## config.mk

```make
export PLATFORM = sky130hd
export DESIGN_NAME = format_string_tokenizer
export DESIGN_NICKNAME = d
export VERILOG_FILES = /design/src/fst_pkg.sv /design/src/format_string_tokenizer.sv /design/src/fst_front.sv /design/src/fst_queue.sv /design/src/fst_back.sv
export SDC_FILE = /design/constraint.sdc
export NUM_CORES = 1
export LEC_CHECK = 0
export ABC_AREA = 1
export BUFFER_PORTS_ARGS = -buffer_cell sky130_fd_sc_hd__buf_2
export CAP_MARGIN = 10
export CORE_MARGIN = 4
export CORE_UTILIZATION = 53
export DETAILED_ROUTE_END_ITERATION = 16
export GPL_TIMING_DRIVEN = 0
export MAX_ROUTING_LAYER = met4
export PLACE_DENSITY_LB_ADDON = 0.15
export SETUP_SLACK_MARGIN = 0.05
export SKIP_LAST_GASP = 1
export SYNTH_ARGS = -nofsm -noshare
export SYNTH_HDL_FRONTEND = slang
export SYNTH_SLANG_ARGS = --single-unit
```

## constraint.sdc

```tcl
create_clock -name clk_i -period 5.1 [get_ports clk_i]
set_input_delay 0.255 -clock clk_i [delete_from_list [all_inputs] [get_ports clk_i]]
set_output_delay 0.255 -clock clk_i [all_outputs]
set_load 0.05 [all_outputs]
```

## src/fst_pkg.sv

```systemverilog
// Shared types, codes and constants of the format string tokenizer.
package fst_pkg;

  // Deepest allowed nesting of conditional blocks.
  localparam int MAX_DEPTH = 255;
  localparam int DEPTH_W   = $clog2(MAX_DEPTH + 1);

  // Entries of the queue between front and back.
  localparam int QDEPTH = 4;
  localparam int QPTR_W = $clog2(QDEPTH);
  localparam int QCNT_W = $clog2(QDEPTH + 1);

  // Most results that one byte causes.
  localparam int MAX_RES = 3;
  localparam int RIDX_W  = $clog2(MAX_RES);
  localparam int RCNT_W  = $clog2(MAX_RES + 1);

  localparam logic [1:0] CFG_ADDR_ALLOW = 2'd0;

  localparam logic [7:0] CH_LBRACE = 8'h7B;
  localparam logic [7:0] CH_RBRACE = 8'h7D;
  localparam logic [7:0] CH_QMARK  = 8'h3F;
  localparam logic [7:0] CH_SLASH  = 8'h2F;
  localparam logic [7:0] CH_COLON  = 8'h3A;
  localparam logic [7:0] CH_HASH   = 8'h23;
  localparam logic [7:0] CH_ZERO   = 8'h30;
  localparam logic [7:0] CH_U      = 8'h75;
  localparam logic [7:0] CH_D      = 8'h64;
  localparam logic [7:0] CH_X      = 8'h78;
  localparam logic [7:0] CH_B      = 8'h62;

  typedef enum logic [2:0] {
    KIND_LIT   = 3'd0,
    KIND_SPEC  = 3'd1,
    KIND_BEGIN = 3'd2,
    KIND_END   = 3'd3,
    KIND_DONE  = 3'd4,
    KIND_ERR   = 3'd5
  } kind_e;

  typedef enum logic [2:0] {
    ERR_NONE        = 3'd0,
    ERR_END_NOBEGIN = 3'd1,
    ERR_INVALID     = 3'd2,
    ERR_OPEN        = 3'd3,
    ERR_STRAY_CLOSE = 3'd4,
    ERR_BEGIN_OPEN  = 3'd5,
    ERR_OVERFLOW    = 3'd6
  } err_e;

  localparam logic [3:0] PREF_DEFAULT = 4'd0;

  // Wait states carry the pending preference in their low four bits.
  typedef enum logic [4:0] {
    ST_IDLE   = 5'd0,
    ST_CLOSE  = 5'd1,
    ST_OPEN   = 5'd2,
    ST_QMARK  = 5'd3,
    ST_SLASH  = 5'd4,
    ST_COLON  = 5'd5,
    ST_COLZ   = 5'd6,
    ST_COLH   = 5'd7,
    ST_SEARCH = 5'd8,
    ST_DROP   = 5'd9,
    ST_W_UDEC = 5'd17,
    ST_W_SDEC = 5'd18,
    ST_W_HEX  = 5'd19,
    ST_W_ZHEX = 5'd20,
    ST_W_PHEX = 5'd21,
    ST_W_BIN  = 5'd22,
    ST_W_ZBIN = 5'd23,
    ST_W_PBIN = 5'd24
  } state_e;

  typedef struct packed {
    kind_e       kind;
    logic [7:0]  ch;
    logic [3:0]  pref;
    err_e        err;
  } result_t;

  typedef struct packed {
    logic [RCNT_W-1:0]       cnt;
    result_t [MAX_RES-1:0]   res;
  } entry_t;

  function automatic result_t make_res(kind_e kind, logic [7:0] ch, logic [3:0] pref,
                                       err_e err);
    result_t r;
    r.kind = kind;
    r.ch   = ch;
    r.pref = pref;
    r.err  = err;
    return r;
  endfunction

endpackage

```

## src/format_string_tokenizer.sv

```systemverilog
// Top level of the format string tokenizer: config register, front, queue and back.
// An accepted byte's results go into the group queue, then to the output register.
// Throughput: one byte and, while m_axis_tready is high, one result beat per cycle;
//   bytes of two or three beats fill the four-entry queue; input stalls only when full.
// Reset: asynchronous, active low; matcher idle, nesting zero, queue empty,
//   allow_control cleared.
module format_string_tokenizer (
  input  logic        clk_i,
  input  logic        rst_ni,
  // input stream
  input  logic        s_axis_tvalid,
  output logic        s_axis_tready,
  input  logic [7:0]  s_axis_tdata,   // [7:0] char_byte
  input  logic        s_axis_tlast,   // last_char
  // output stream
  output logic        m_axis_tvalid,
  input  logic        m_axis_tready,
  output logic [15:0] m_axis_tdata,   // [7:0] char_value, [11:8] preference,
                                      // [14:12] error_code, [15] zero
  output logic [2:0]  m_axis_tuser,   // kind
  output logic        m_axis_tlast,   // run_last
  // configuration
  input  logic        psel,
  input  logic        penable,
  input  logic        pwrite,
  input  logic [1:0]  paddr,
  input  logic [31:0] pwdata,
  output logic [31:0] prdata,
  output logic        pready
);

  logic             allow_q;
  logic             full, push, pop, avail;
  fst_pkg::entry_t  entry, head;
  fst_pkg::result_t res;

  assign pready = 1'b1;
  assign prdata = (paddr == fst_pkg::CFG_ADDR_ALLOW) ? {31'b0, allow_q} : 32'b0;

  always_ff @(posedge clk_i or negedge rst_ni) begin
    if (!rst_ni) begin
      allow_q <= 1'b0;
    end else if (psel && penable && pwrite && pready
                 && paddr == fst_pkg::CFG_ADDR_ALLOW) begin
      allow_q <= pwdata[0];
    end
  end

  fst_front u_front (
    .clk_i   (clk_i),
    .rst_ni  (rst_ni),
    .valid_i (s_axis_tvalid),
    .ready_o (s_axis_tready),
    .char_i  (s_axis_tdata),
    .last_i  (s_axis_tlast),
    .allow_i (allow_q),
    .full_i  (full),
    .push_o  (push),
    .entry_o (entry)
  );

  fst_queue u_queue (
    .clk_i   (clk_i),
    .rst_ni  (rst_ni),
    .push_i  (push),
    .entry_i (entry),
    .full_o  (full),
    .pop_i   (pop),
    .head_o  (head),
    .avail_o (avail)
  );

  fst_back u_back (
    .clk_i   (clk_i),
    .rst_ni  (rst_ni),
    .avail_i (avail),
    .head_i  (head),
    .pop_o   (pop),
    .valid_o (m_axis_tvalid),
    .ready_i (m_axis_tready),
    .res_o   (res),
    .last_o  (m_axis_tlast)
  );

  assign m_axis_tuser = res.kind;
  assign m_axis_tdata = {1'b0, res.err, res.pref, res.ch};

endmodule

```

## src/fst_front.sv

```systemverilog
// Front end: accepts bytes, runs the token matcher and queues result groups.
module fst_front (
  input  logic                     clk_i,
  input  logic                     rst_ni,
  input  logic                     valid_i,
  output logic                     ready_o,
  input  logic [7:0]               char_i,
  input  logic                     last_i,
  input  logic                     allow_i,
  input  logic                     full_i,
  output logic                     push_o,
  output fst_pkg::entry_t          entry_o
);

  fst_pkg::state_e              st_q, st_d, nxt;
  logic [fst_pkg::DEPTH_W-1:0]  depth_q, depth_d, depth_nx;
  logic                         in_acc;
  logic                         drop;
  logic                         fail;
  fst_pkg::err_e                err;
  logic [1:0]                   b_n;
  fst_pkg::result_t             b0, b1, tail;
  logic                         tail_v;

  assign ready_o = !full_i;
  assign in_acc  = valid_i && ready_o;

  // Next state and per-byte result group.
  always_comb begin
    nxt      = fst_pkg::ST_IDLE;
    depth_nx = depth_q;
    drop     = 1'b0;
    fail     = 1'b0;
    err      = fst_pkg::ERR_NONE;
    b_n      = 2'd0;
    b0       = '0;
    b1       = '0;
    unique case (st_q) inside
      fst_pkg::ST_DROP: begin
        drop = 1'b1;
      end
      fst_pkg::ST_IDLE: begin
        if (char_i == fst_pkg::CH_LBRACE) begin
          nxt = fst_pkg::ST_OPEN;
        end else if (char_i == fst_pkg::CH_RBRACE) begin
          nxt = fst_pkg::ST_CLOSE;
        end else begin
          b_n = 2'd1;
          b0  = fst_pkg::make_res(fst_pkg::KIND_LIT, char_i, fst_pkg::PREF_DEFAULT,
                                  fst_pkg::ERR_NONE);
        end
      end
      fst_pkg::ST_CLOSE: begin
        if (char_i == fst_pkg::CH_RBRACE) begin
          b_n = 2'd2;
          b0  = fst_pkg::make_res(fst_pkg::KIND_LIT, fst_pkg::CH_RBRACE,
                                  fst_pkg::PREF_DEFAULT, fst_pkg::ERR_NONE);
          b1  = b0;
        end else begin
          err = fst_pkg::ERR_STRAY_CLOSE;
        end
      end
      fst_pkg::ST_OPEN: begin
        if (char_i == fst_pkg::CH_LBRACE) begin
          b_n = 2'd2;
          b0  = fst_pkg::make_res(fst_pkg::KIND_LIT, fst_pkg::CH_LBRACE,
                                  fst_pkg::PREF_DEFAULT, fst_pkg::ERR_NONE);
          b1  = b0;
        end else if (char_i == fst_pkg::CH_RBRACE) begin
          b_n = 2'd1;
          b0  = fst_pkg::make_res(fst_pkg::KIND_SPEC, 8'h00, fst_pkg::PREF_DEFAULT,
                                  fst_pkg::ERR_NONE);
        end else if (char_i == fst_pkg::CH_QMARK && allow_i) begin
          nxt = fst_pkg::ST_QMARK;
        end else if (char_i == fst_pkg::CH_SLASH && allow_i) begin
          nxt = fst_pkg::ST_SLASH;
        end else if (char_i == fst_pkg::CH_COLON) begin
          nxt = fst_pkg::ST_COLON;
        end else begin
          fail = 1'b1;
        end
      end
      fst_pkg::ST_QMARK: begin
        if (char_i != fst_pkg::CH_RBRACE) begin
          fail = 1'b1;
        end else if (depth_q >= fst_pkg::DEPTH_W'(fst_pkg::MAX_DEPTH)) begin
          err = fst_pkg::ERR_OVERFLOW;
        end else begin
          depth_nx = depth_q + 1'b1;
          b_n      = 2'd1;
          b0       = fst_pkg::make_res(fst_pkg::KIND_BEGIN, 8'h00, fst_pkg::PREF_DEFAULT,
                                       fst_pkg::ERR_NONE);
        end
      end
      fst_pkg::ST_SLASH: begin
        if (char_i != fst_pkg::CH_RBRACE) begin
          fail = 1'b1;
        end else if (depth_q == '0) begin
          err = fst_pkg::ERR_END_NOBEGIN;
        end else begin
          depth_nx = depth_q - 1'b1;
          b_n      = 2'd1;
          b0       = fst_pkg::make_res(fst_pkg::KIND_END, 8'h00, fst_pkg::PREF_DEFAULT,
                                       fst_pkg::ERR_NONE);
        end
      end
      fst_pkg::ST_COLON: begin
        if (char_i == fst_pkg::CH_U) begin
          nxt = fst_pkg::ST_W_UDEC;
        end else if (char_i == fst_pkg::CH_D) begin
          nxt = fst_pkg::ST_W_SDEC;
        end else if (char_i == fst_pkg::CH_X) begin
          nxt = fst_pkg::ST_W_HEX;
        end else if (char_i == fst_pkg::CH_ZERO) begin
          nxt = fst_pkg::ST_COLZ;
        end else if (char_i == fst_pkg::CH_HASH) begin
          nxt = fst_pkg::ST_COLH;
        end else if (char_i == fst_pkg::CH_B) begin
          nxt = fst_pkg::ST_W_BIN;
        end else begin
          fail = 1'b1;
        end
      end
      fst_pkg::ST_COLZ: begin
        if (char_i == fst_pkg::CH_X) begin
          nxt = fst_pkg::ST_W_ZHEX;
        end else if (char_i == fst_pkg::CH_B) begin
          nxt = fst_pkg::ST_W_ZBIN;
        end else begin
          fail = 1'b1;
        end
      end
      fst_pkg::ST_COLH: begin
        if (char_i == fst_pkg::CH_X) begin
          nxt = fst_pkg::ST_W_PHEX;
        end else if (char_i == fst_pkg::CH_B) begin
          nxt = fst_pkg::ST_W_PBIN;
        end else begin
          fail = 1'b1;
        end
      end
      fst_pkg::ST_SEARCH: begin
        fail = 1'b1;
      end
      fst_pkg::ST_W_UDEC, fst_pkg::ST_W_SDEC, fst_pkg::ST_W_HEX, fst_pkg::ST_W_ZHEX,
      fst_pkg::ST_W_PHEX, fst_pkg::ST_W_BIN, fst_pkg::ST_W_ZBIN, fst_pkg::ST_W_PBIN: begin
        if (char_i == fst_pkg::CH_RBRACE) begin
          b_n = 2'd1;
          b0  = fst_pkg::make_res(fst_pkg::KIND_SPEC, 8'h00, st_q[3:0], fst_pkg::ERR_NONE);
        end else begin
          fail = 1'b1;
        end
      end
      default: begin
        drop = 1'b1;
      end
    endcase

    // A failed token waits for a closing brace or the end of the string.
    if (fail) begin
      if (char_i == fst_pkg::CH_RBRACE) begin
        err = fst_pkg::ERR_INVALID;
      end else if (last_i) begin
        err = fst_pkg::ERR_OPEN;
      end else begin
        nxt = fst_pkg::ST_SEARCH;
      end
    end

    tail_v = 1'b0;
    tail   = '0;
    if (err != fst_pkg::ERR_NONE) begin
      tail_v = 1'b1;
      tail   = fst_pkg::make_res(fst_pkg::KIND_ERR, 8'h00, fst_pkg::PREF_DEFAULT, err);
      nxt    = fst_pkg::ST_DROP;
    end else if (last_i) begin
      tail_v = 1'b1;
      if (nxt == fst_pkg::ST_CLOSE) begin
        tail = fst_pkg::make_res(fst_pkg::KIND_ERR, 8'h00, fst_pkg::PREF_DEFAULT,
                                 fst_pkg::ERR_STRAY_CLOSE);
      end else if (nxt != fst_pkg::ST_IDLE) begin
        tail = fst_pkg::make_res(fst_pkg::KIND_ERR, 8'h00, fst_pkg::PREF_DEFAULT,
                                 fst_pkg::ERR_OPEN);
      end else if (depth_nx != '0) begin
        tail = fst_pkg::make_res(fst_pkg::KIND_ERR, 8'h00, fst_pkg::PREF_DEFAULT,
                                 fst_pkg::ERR_BEGIN_OPEN);
      end else begin
        tail = fst_pkg::make_res(fst_pkg::KIND_DONE, 8'h00, fst_pkg::PREF_DEFAULT,
                                 fst_pkg::ERR_NONE);
      end
    end

    if (drop) begin
      tail_v = 1'b0;
      b_n    = 2'd0;
    end

    if (last_i) begin
      st_d    = fst_pkg::ST_IDLE;
      depth_d = '0;
    end else if (drop) begin
      st_d    = st_q;
      depth_d = depth_q;
    end else begin
      st_d    = nxt;
      depth_d = depth_nx;
    end
  end

  // Pack the group: body results first, then the closing result.
  always_comb begin
    entry_o.cnt    = fst_pkg::RCNT_W'(b_n) + fst_pkg::RCNT_W'(tail_v);
    entry_o.res[0] = b0;
    entry_o.res[1] = b1;
    entry_o.res[2] = '0;
    case (b_n)
      2'd0:    entry_o.res[0] = tail;
      2'd1:    entry_o.res[1] = tail;
      default: entry_o.res[2] = tail;
    endcase
  end

  assign push_o = in_acc && (entry_o.cnt != '0);

  always_ff @(posedge clk_i or negedge rst_ni) begin
    if (!rst_ni) begin
      st_q    <= fst_pkg::ST_IDLE;
      depth_q <= '0;
    end else if (in_acc) begin
      st_q    <= st_d;
      depth_q <= depth_d;
    end
  end

  a_last_idle: assert property (@(posedge clk_i) disable iff (!rst_ni)
    (in_acc && last_i) |=> (st_q == fst_pkg::ST_IDLE && depth_q == '0))
    else $error("matcher not back at idle after last byte");

  a_drop_silent: assert property (@(posedge clk_i) disable iff (!rst_ni)
    (in_acc && st_q == fst_pkg::ST_DROP) |-> !push_o)
    else $error("result queued while dropping");

  a_last_result: assert property (@(posedge clk_i) disable iff (!rst_ni)
    (in_acc && last_i && st_q != fst_pkg::ST_DROP) |-> push_o)
    else $error("last byte of a string gave no closing result");

endmodule

```

## src/fst_queue.sv

```systemverilog
// Short queue of result groups between the matcher and the output side.
module fst_queue (
  input  logic             clk_i,
  input  logic             rst_ni,
  input  logic             push_i,
  input  fst_pkg::entry_t  entry_i,
  output logic             full_o,
  input  logic             pop_i,
  output fst_pkg::entry_t  head_o,
  output logic             avail_o
);

  fst_pkg::entry_t             mem_q [fst_pkg::QDEPTH];
  logic [fst_pkg::QPTR_W-1:0]  wr_q, rd_q;
  logic [fst_pkg::QCNT_W-1:0]  cnt_q;

  function automatic logic [fst_pkg::QPTR_W-1:0] ptr_inc(logic [fst_pkg::QPTR_W-1:0] p);
    if (p == fst_pkg::QPTR_W'(fst_pkg::QDEPTH - 1)) begin
      return '0;
    end
    return p + 1'b1;
  endfunction

  assign full_o  = (cnt_q == fst_pkg::QCNT_W'(fst_pkg::QDEPTH));
  assign avail_o = (cnt_q != '0);
  assign head_o  = mem_q[rd_q];

  always_ff @(posedge clk_i) begin
    if (push_i) begin
      mem_q[wr_q] <= entry_i;
    end
  end

  always_ff @(posedge clk_i or negedge rst_ni) begin
    if (!rst_ni) begin
      wr_q  <= '0;
      rd_q  <= '0;
      cnt_q <= '0;
    end else begin
      if (push_i) begin
        wr_q <= ptr_inc(wr_q);
      end
      if (pop_i) begin
        rd_q <= ptr_inc(rd_q);
      end
      if (push_i && !pop_i) begin
        cnt_q <= cnt_q + 1'b1;
      end else if (pop_i && !push_i) begin
        cnt_q <= cnt_q - 1'b1;
      end
    end
  end

  a_no_overflow: assert property (@(posedge clk_i) disable iff (!rst_ni)
    full_o |-> !push_i)
    else $error("push into full queue");

  a_no_underflow: assert property (@(posedge clk_i) disable iff (!rst_ni)
    pop_i |-> avail_o)
    else $error("pop from empty queue");

  a_cnt_bound: assert property (@(posedge clk_i) disable iff (!rst_ni)
    cnt_q <= fst_pkg::QCNT_W'(fst_pkg::QDEPTH))
    else $error("queue count out of range");

endmodule

```

## src/fst_back.sv

```systemverilog
// Back end: unpacks queued result groups into beats, one per ready cycle.
module fst_back (
  input  logic             clk_i,
  input  logic             rst_ni,
  input  logic             avail_i,
  input  fst_pkg::entry_t  head_i,
  output logic             pop_o,
  output logic             valid_o,
  input  logic             ready_i,
  output fst_pkg::result_t res_o,
  output logic             last_o
);

  logic [fst_pkg::RIDX_W-1:0] idx_q;
  logic                       load;
  logic                       grp_end;
  logic                       valid_q;
  fst_pkg::result_t           res_q;
  logic                       last_q;

  assign load    = avail_i && (!valid_q || ready_i);
  assign grp_end = (fst_pkg::RCNT_W'(idx_q) == head_i.cnt - 1'b1);
  assign pop_o   = load && grp_end;

  always_ff @(posedge clk_i or negedge rst_ni) begin
    if (!rst_ni) begin
      valid_q <= 1'b0;
      idx_q   <= '0;
    end else begin
      if (load) begin
        valid_q <= 1'b1;
        idx_q   <= grp_end ? '0 : idx_q + 1'b1;
      end else if (ready_i) begin
        valid_q <= 1'b0;
      end
    end
  end

  always_ff @(posedge clk_i) begin
    if (load) begin
      res_q  <= head_i.res[idx_q];
      last_q <= grp_end;
    end
  end

  assign valid_o = valid_q;
  assign res_o   = res_q;
  assign last_o  = last_q;

  a_pop_at_end: assert property (@(posedge clk_i) disable iff (!rst_ni)
    pop_o |-> (load && head_i.cnt != '0))
    else $error("group popped without its last beat");

  a_idx_bound: assert property (@(posedge clk_i) disable iff (!rst_ni)
    avail_i |-> (fst_pkg::RCNT_W'(idx_q) < head_i.cnt))
    else $error("beat index past group size");

  a_load_sets_last: assert property (@(posedge clk_i) disable iff (!rst_ni)
    pop_o |=> (valid_q && last_q))
    else $error("group end not marked on output");

endmodule
```

==> results of run 1 <==
[per-stage QoR]
step,hold WS [ns],setup TNS (ns),cell area (sq um),utilization,setup slack (ns)
4_1_cts,0.01655,0,10080,0.6320,0.5862
5_1_grt,0.03564,0,10080,0.6320,0.2264
3_5_place_dp,0.3163,0,9433,0.5917,0.6647
6_report,0.01981,0,10080,0.6320,0.5283
2_1_floorplan,-0.04059,0,8830,-,0.9397
3_3_place_gp,0.3103,-91.05,9300,0.5833,-0.7277
[critical path: stages, from the launching register on]
cell and delay [ns]:
sky130_fd_sc_hd__dfrtp_1 0.44, sky130_fd_sc_hd__inv_2 0.09, sky130_fd_sc_hd__nand2_1 0.10, sky130_fd_sc_hd__nor3_2 0.49, sky130_fd_sc_hd__nor2_4 0.17, sky130_fd_sc_hd__nand2_2 0.11
sky130_fd_sc_hd__nand2_2 0.06, sky130_fd_sc_hd__nand3_2 0.11, sky130_fd_sc_hd__nand2_1 0.07, sky130_fd_sc_hd__nand2_2 0.10, sky130_fd_sc_hd__nand3_4 0.12, sky130_fd_sc_hd__nor2_4 0.16
sky130_fd_sc_hd__nor2_1 0.06, sky130_fd_sc_hd__ha_1 0.20, sky130_fd_sc_hd__xnor2_1 0.46, sky130_fd_sc_hd__or2_1 0.17, sky130_fd_sc_hd__nand2_1 0.22, sky130_fd_sc_hd__inv_1 0.22
sky130_fd_sc_hd__ha_1 0.17, sky130_fd_sc_hd__inv_1 0.07, sky130_fd_sc_hd__fa_1 0.44, sky130_fd_sc_hd__a21oi_1 0.14, sky130_fd_sc_hd__o21ai_0 0.11, sky130_fd_sc_hd__xor2_1 0.15
[cell type report]
type                            instances  area [sq um]  area share
Sequential cell                       175          5135      0.5096
Clock buffer                           18         429.2     0.04259
Timing Repair Buffer                   45         297.8     0.02955
Buffer                                 62         367.9     0.03651
Clock inverter                         14         203.9     0.02024
Inverter                               86         322.8     0.03204
Multi-Input combinational cell        626          3049      0.3026
Tap cell                              216         270.3     0.02682
[placed cells by master (no fill, tap or decap), drive strengths merged]
cell / n
xnor2: 4
ha: 9
nand3: 60
clkinvlp: 2
dfrtp: 24
bufinv: 4
and2: 1
clkinv: 5
or2: 3
nor2: 162
clkbuf: 39
a21oi: 30
nor3: 13
dlygate4sd3: 1
xor2: 4
a31o: 1
conb: 41
edfxtp: 151
a31oi: 2
nand2: 168
inv: 89
o21a: 1
buf: 85
a22o: 2
o22ai: 36
a32o: 1
a32oi: 1
fa: 1
o21ai: 80
nand4: 6
[logic make-up (layout without fill, tap and decap cells)]
group | after synthesis | count (layout) | synth area share
and+or+nand+nor | 413 | 413 | 0.2042
other | 2 | 41 | 0.0008649
DFF | 175 | 175 | 0.5914
buffers and inverters | 148 | 225 | 0.07954
AOI/OAI and AO/OA | 154 | 154 | 0.1007
adders and majority gates | 10 | 10 | 0.01527
xor gates and xnor gates | 8 | 8 | 0.008068
[flip-flops by register name (all words and copies together) (netlist names)]
name / count
u_queue.cnt_q: 3
allow_q: 1
u_back.res_o: 18
u_queue.mem_q: 132
u_queue.rd_q: 2
u_front.depth_q: 8
u_back.last_o: 1
u_front.st_q: 5
u_back.valid_o: 1
u_queue.wr_q: 2
u_back.idx_q: 2
[power by group through the flow]
stage	clock [mW]	sequential, mW	combinational (mW)
CTS	1.39	2.21	2.33
floorplan	0	2.52	1.33
global placement	0	2.26	2.19
detailed placement	0	2.24	2.31
global route	1.47	2.24	2.56
finish	1.38	2.21	2.34
[final timing paths]
path	start	endpoint	slack [ns]	cells after the start
worst min-delay path	m_axis_tready	u_back.valid_o	0.02	2
worst max-delay path	u_front.st_q[3]	u_queue.cnt_q[2]	0.53	23
worst min register to register	u_queue.cnt_q[0]	u_queue.cnt_q[0]	0.54	1
min in group asynchronous	rst_ni	u_back.valid_o	0.40	2
max in group asynchronous	rst_ni	u_front.depth_q[5]	4.26	2
worst max register to register	u_front.st_q[3]	u_queue.cnt_q[2]	0.53	23
[layer usage]
layer	vias to the layer above	global-route usage
met4	0	0.06943
met3	20	0.04145
li1	3229	-
met5	-	-
met1	3068	0.2969
met2	243	0.3704
[timing repair]
action / in CTS / in global routing
gates resized for setup: 0 / 0
hold buffers: 1 / 0
hold endpoints to repair: 24 / 0
==> impl_metrics.yaml, run 1 <==
run_status:
  status: "finished clean"
clocking:
  cts_made_buffers: 17
  tritoncts_clock_tree: "done"
  htreeDepth: 4
  worst_setup_hold_path_clk_slew_ns: 0.07
  clock_sink_count: 175
  cts_setup_buffers: 0
  cts-root-buf: "sky130_fd_sc_hd__clkbuf_16"
  cts-root-to-sink-buffers: 2
  worstSkewPairLatency_ns: 0.43
global_routing:
  grt_start_max_net_pins: 27
  grt_first_pass_wirelength_microns: 31140
  grt.total_usage: 0.2287
  vias_in_the_first_global_route: 6033
  grt_overflow: 0
  grt_antenna_before_repair: 0
floorplanning:
  start_util: 0.5447
  floorplan.die.height_microns: 136
  die_area_sq_um: 18500
  num_rows: 46
  ios: 105
  design.core.area_sq_um: 15940
  die_width_microns: 136
worst_setup_path:
  worstPathArrival_ns: 4.89
  startpoint_type: "flip-flop"
  crit_fanout: 10
  critPathKind: "reg -> reg"
  critPathRequiredTime_ns: 5.41
  critPathCaptureType: "flip-flop"
drt:
  detailedRoute.firstPassIterationCount: 7
  initialDrtViolationCount: 448
  dr_wl_met3_microns: 1353
  routed_wire_length_per_instance_microns: 16.08
  vias_per_cell: 5.282
  dr_wl_met2_microns: 9625
  drt-met1-wl_microns: 8775
  via_count: 6560
  drt.antenna.violating_nets: 0
  highest_layer: "met4"
  routed_wirelength_microns: 19970
  drt_drc_violations_left: 0
yosys:
  synthDistinctLibCells: 43
  synth-async-reset-ratio: 0.1371
  ys_seq_area_frac: 0.5914
  edff_count_synth: 151
  yosys_warnings: 0
  postSynthAreaPerCell_sq_um: 9.542
  top_cell_types_by_occurrence_after_synthesis: "sky130_fd_sc_hd__nand2_1 (161), sky130_fd_sc_hd__nor2_1 (153), sky130_fd_sc_hd__edfxtp_1 (151)"
  yosysTopAreaCell: "sky130_fd_sc_hd__edfxtp_1"
  synth_flop_cell: "sky130_fd_sc_hd__edfxtp_1"
  syn_inst: 910
  netlist.area_leader.share: 0.5222
  netlist_area_before_placement_sq_um: 8683
  yosys.cell_count.top_type: "sky130_fd_sc_hd__nand2_1"
  synthTopCellsByArea: "sky130_fd_sc_hd__edfxtp_1 (52%), sky130_fd_sc_hd__nand2_1 (7.0%), sky130_fd_sc_hd__dfrtp_1 (6.9%)"
  postSynthRegisterBits: 175
sta:
  rsz0062_at_grt: "false"
  timing_max_transition_violations_final: 0
  final.period_utilization: 0.8964
  period_needed_ns: 4.572
  maxClockFrequency_mhz: 218.7
  setup_violations: 0
  worstMarginPinSlew_ns: 0.8832
  relSlewSlack: 0.4112
  worst_clock_skew_ns: 0.008299
  hold_viol: 0
pwr:
  sw_power_mw: 2.382
  seq_power_share: 0.373
  power_mw: 5.935
  power_density_nw_per_um2: 589.1
  power.clock.fraction: 0.233
  switching_share: 0.4012
  vdd_ir_drop_max_v: 0.0003063
  leakagePower_nw: 4.247
  power.combinational.fraction: 0.394
  internal_power_mw: 3.554
min_path:
  hold_path.class: "in -> reg"
layout:
  finish.net_count: 1073
  area.growth.synth_to_final_pct: 16.04
  insertedDiodeCount: 0
  fillerInstances: 1338
  instances_no_fill: 1242
  layout-drive-gt1-share: 0.1501
placed_design:
  gpl.final_weighted_congestion: 0.9123
  hpwlAfterDp_microns: 13780
  placement.io_buffers: 40
  placedCellCount: 1209
flow_run:
  drv_cap: 0
No activity file was read; power rests on OpenSTA's default activity.
==> run 2, diff against run 1 <==
Settings changed: CORE_ASPECT_RATIO from default to 0.7.
==> impl_metrics.yaml, run 2 (synthesis gave the netlist of run 1 again) <==
run_status:
  status: "finished clean"
layout:
  area.growth.synth_to_final_pct: 16.23
  layout-drive-gt1-share: 0.1481
  max_flop_register: "u_queue.mem_q"
  insertedDiodeCount: 0
  mostFrequentLayoutCell: "sky130_fd_sc_hd__nand2_1"
  largest_register_ffs: 132
  instances_no_fill: 1246
  most-common-layout-cells: "sky130_fd_sc_hd__nand2_1 (161), sky130_fd_sc_hd__edfxtp_1 (151), sky130_fd_sc_hd__nor2_1 (149)"
  finish.net_count: 1073
  finish.utilization: 0.6393
  fillerInstances: 1297
placed_design:
  gpl.final_weighted_congestion: 0.8847
  placedCellCount: 1213
  placement.io_buffers: 40
  hpwlAfterDp_microns: 14520
  place_worst_setup_slack_ns: 0.6756
clocking:
  post_cts_resize_count: 0
  cts_setup_buffers: 0
  clock_sink_count: 175
  cts-root-to-sink-buffers: 2
  htreeDepth: 4
  cts_made_buffers: 17
  cts-root-buf: "sky130_fd_sc_hd__clkbuf_16"
  tritoncts_clock_tree: "done"
  worstSkewPairLatency_ns: 0.43
  worst_setup_hold_path_clk_slew_ns: 0.07
drt:
  vias_per_cell: 5.345
  drt_drc_violations_left: 0
  detailedRoute.firstPassIterationCount: 5
  initialDrtViolationCount: 773
  routed_wire_length_per_instance_microns: 16.85
  routed_wirelength_microns: 20990
  via_count: 6660
  drt.antenna.violating_nets: 0
worst_setup_path:
  worstPathArrival_ns: 4.80
  critical_path.n_buffers_inverters: 5
  worst_r2r_startpoint: "u_front.depth_q[0]"
  slowest_delay_ns: 0.45
  crit_fanout: 8
  critPathRequiredTime_ns: 5.41
  worstPathCellList: "ha_1, nand3_1, inv_1, nand3_1, nor3_1, inv_1, nand2_1, inv_1, nand3_4, nor2_4, nor2_1, ha_1, xnor2_1, or2_1, nand2_1, inv_1, ha_1, inv_1, fa_1, a21oi_1, o21ai_0, xor2_1"
  timing.critical_path.max_delay_family: "simple AND/OR/NAND/NOR gates"
  critPathCaptureType: "flip-flop"
  path_common_cell: "sky130_fd_sc_hd__inv_1"
  crit_path_start: "u_front.depth_q[0]"
  startpoint_type: "flip-flop"
  critPathKind: "reg -> reg"
  cp_slowest_cell: "sky130_fd_sc_hd__dfrtp_1"
sta:
  rsz0062_at_grt: "false"
  worstMarginPinSlew_ns: 0.8440
  hold_viol: 0
  timing_max_transition_violations_final: 0
  relSlewSlack: 0.4374
  pnr_worst_setup_slack_ns: 0.6039
  worst_clock_skew_ns: 0.01278
  final.period_utilization: 0.8816
  period_needed_ns: 4.496
  setup_violations: 0
  maxClockFrequency_mhz: 222.4
global_routing:
  grt_start_max_net_pins: 25
  grt.total_usage: 0.2425
  grt_first_pass_wirelength_microns: 33500
  grt_antenna_before_repair: 0
  grt_overflow: 0
  vias_in_the_first_global_route: 6190
floorplanning:
  die_area_sq_um: 18530
  start_util: 0.5501
  ios: 105
  design.core.area_sq_um: 15790
  floorplan.die.height_microns: 115.1
  num_rows: 38
  die_width_microns: 161.0
pwr:
  leakagePower_nw: 4.255
  power_density_nw_per_um2: 595.4
  vdd_ir_drop_max_v: 0.0003586
flow_run:
  drv_cap: 0
min_path:
  hp-start: "m_axis_tready"
  hold_path.class: "in -> reg"
run 2: changes by cell type in the layout (fill, tap and decap cells not counted), sizes merged:
cell      before  now
clkbuf        39   41
clkinvlp       2    0
run 2: final cells by class:
type | count | area (sq um) | area share
Tap cell | 220 | 275.3 | 0.02727
Timing Repair Buffer | 45 | 305.3 | 0.03025
Clock buffer | 20 | 436.7 | 0.04327
Buffer | 62 | 367.9 | 0.03645
Clock inverter | 12 | 200.2 | 0.01984
Sequential cell | 175 | 5135 | 0.5088
Inverter | 86 | 322.8 | 0.03199
Multi-Input combinational cell | 626 | 3049 | 0.3021
run 2: worst register-to-register path, cell delays in order (launching register included):
cell                      delay [ns]
sky130_fd_sc_hd__dfrtp_1        0.45
sky130_fd_sc_hd__ha_1           0.32
sky130_fd_sc_hd__nand3_1        0.16
sky130_fd_sc_hd__inv_1          0.09
sky130_fd_sc_hd__nand3_1        0.23
sky130_fd_sc_hd__nor3_1         0.42
sky130_fd_sc_hd__inv_1          0.08
sky130_fd_sc_hd__nand2_1        0.06
sky130_fd_sc_hd__inv_1          0.17
sky130_fd_sc_hd__nand3_4        0.21
sky130_fd_sc_hd__nor2_4         0.06
sky130_fd_sc_hd__nor2_1         0.10
sky130_fd_sc_hd__ha_1           0.17
sky130_fd_sc_hd__xnor2_1        0.19
sky130_fd_sc_hd__or2_1          0.15
sky130_fd_sc_hd__nand2_1        0.23
sky130_fd_sc_hd__inv_1          0.22
sky130_fd_sc_hd__ha_1           0.16
sky130_fd_sc_hd__inv_1          0.07
sky130_fd_sc_hd__fa_1           0.43
sky130_fd_sc_hd__a21oi_1        0.14
sky130_fd_sc_hd__o21ai_0        0.11
sky130_fd_sc_hd__xor2_1         0.15
run 2: where the power goes:
part           internal (mW)  leakage, nW  switching [mW]
logic                  0.630         2.21            1.74
registers               2.10         1.73           0.123
clock network          0.836        0.308           0.578
run 2: what timing repair did:
item | in CTS | in global routing
setup endpoints to repair | 0 | 0
hold buffers | 1 | 0
endpoints found under the hold margin | 24 | 0
run 2: routing by layer:
| metal | vias to the layer above | routed length, microns | track usage |
|---|---|---|---|
| li1 | 3227 | - | - |
| met1 | 3105 | 9732 | 0.3486 |
| met2 | 297 | 9048 | 0.3573 |
| met3 | 31 | 1885 | 0.04479 |
| met4 | 0 | 327 | 0.06932 |
| met5 | - | 0 | - |
run 2: through the flow:
| step | hold WS (ns) | power (mW) | TNS [ns] | instance area [sq um] |
|---|---|---|---|---|
| after floorplan | -0.04059 | 3.851 | 0 | 8830 |
| after global placement | 0.2888 | 4.477 | -93.44 | 9305 |
| after detailed placement | 0.2959 | 4.594 | 0 | 9445 |
| after CTS | 0.01339 | 6.012 | 0 | 10090 |
| after global routing | 0.03927 | 6.331 | 0 | 10090 |
| final | 0.02479 | 6.009 | 0 | 10090 |
run 2: final timing paths:
path	to	slack, ns	depth (start not counted)
setup / recovery	u_queue.cnt_q[2]	0.60	22
hold reg to reg	u_queue.cnt_q[0]	0.55	1
setup reg to reg	u_queue.cnt_q[2]	0.60	22
hold / removal	u_back.valid_o	0.02	2
max in group asynchronous	u_queue.rd_q[1]	4.33	2
min in group asynchronous	u_front.depth_q[5]	0.37	2
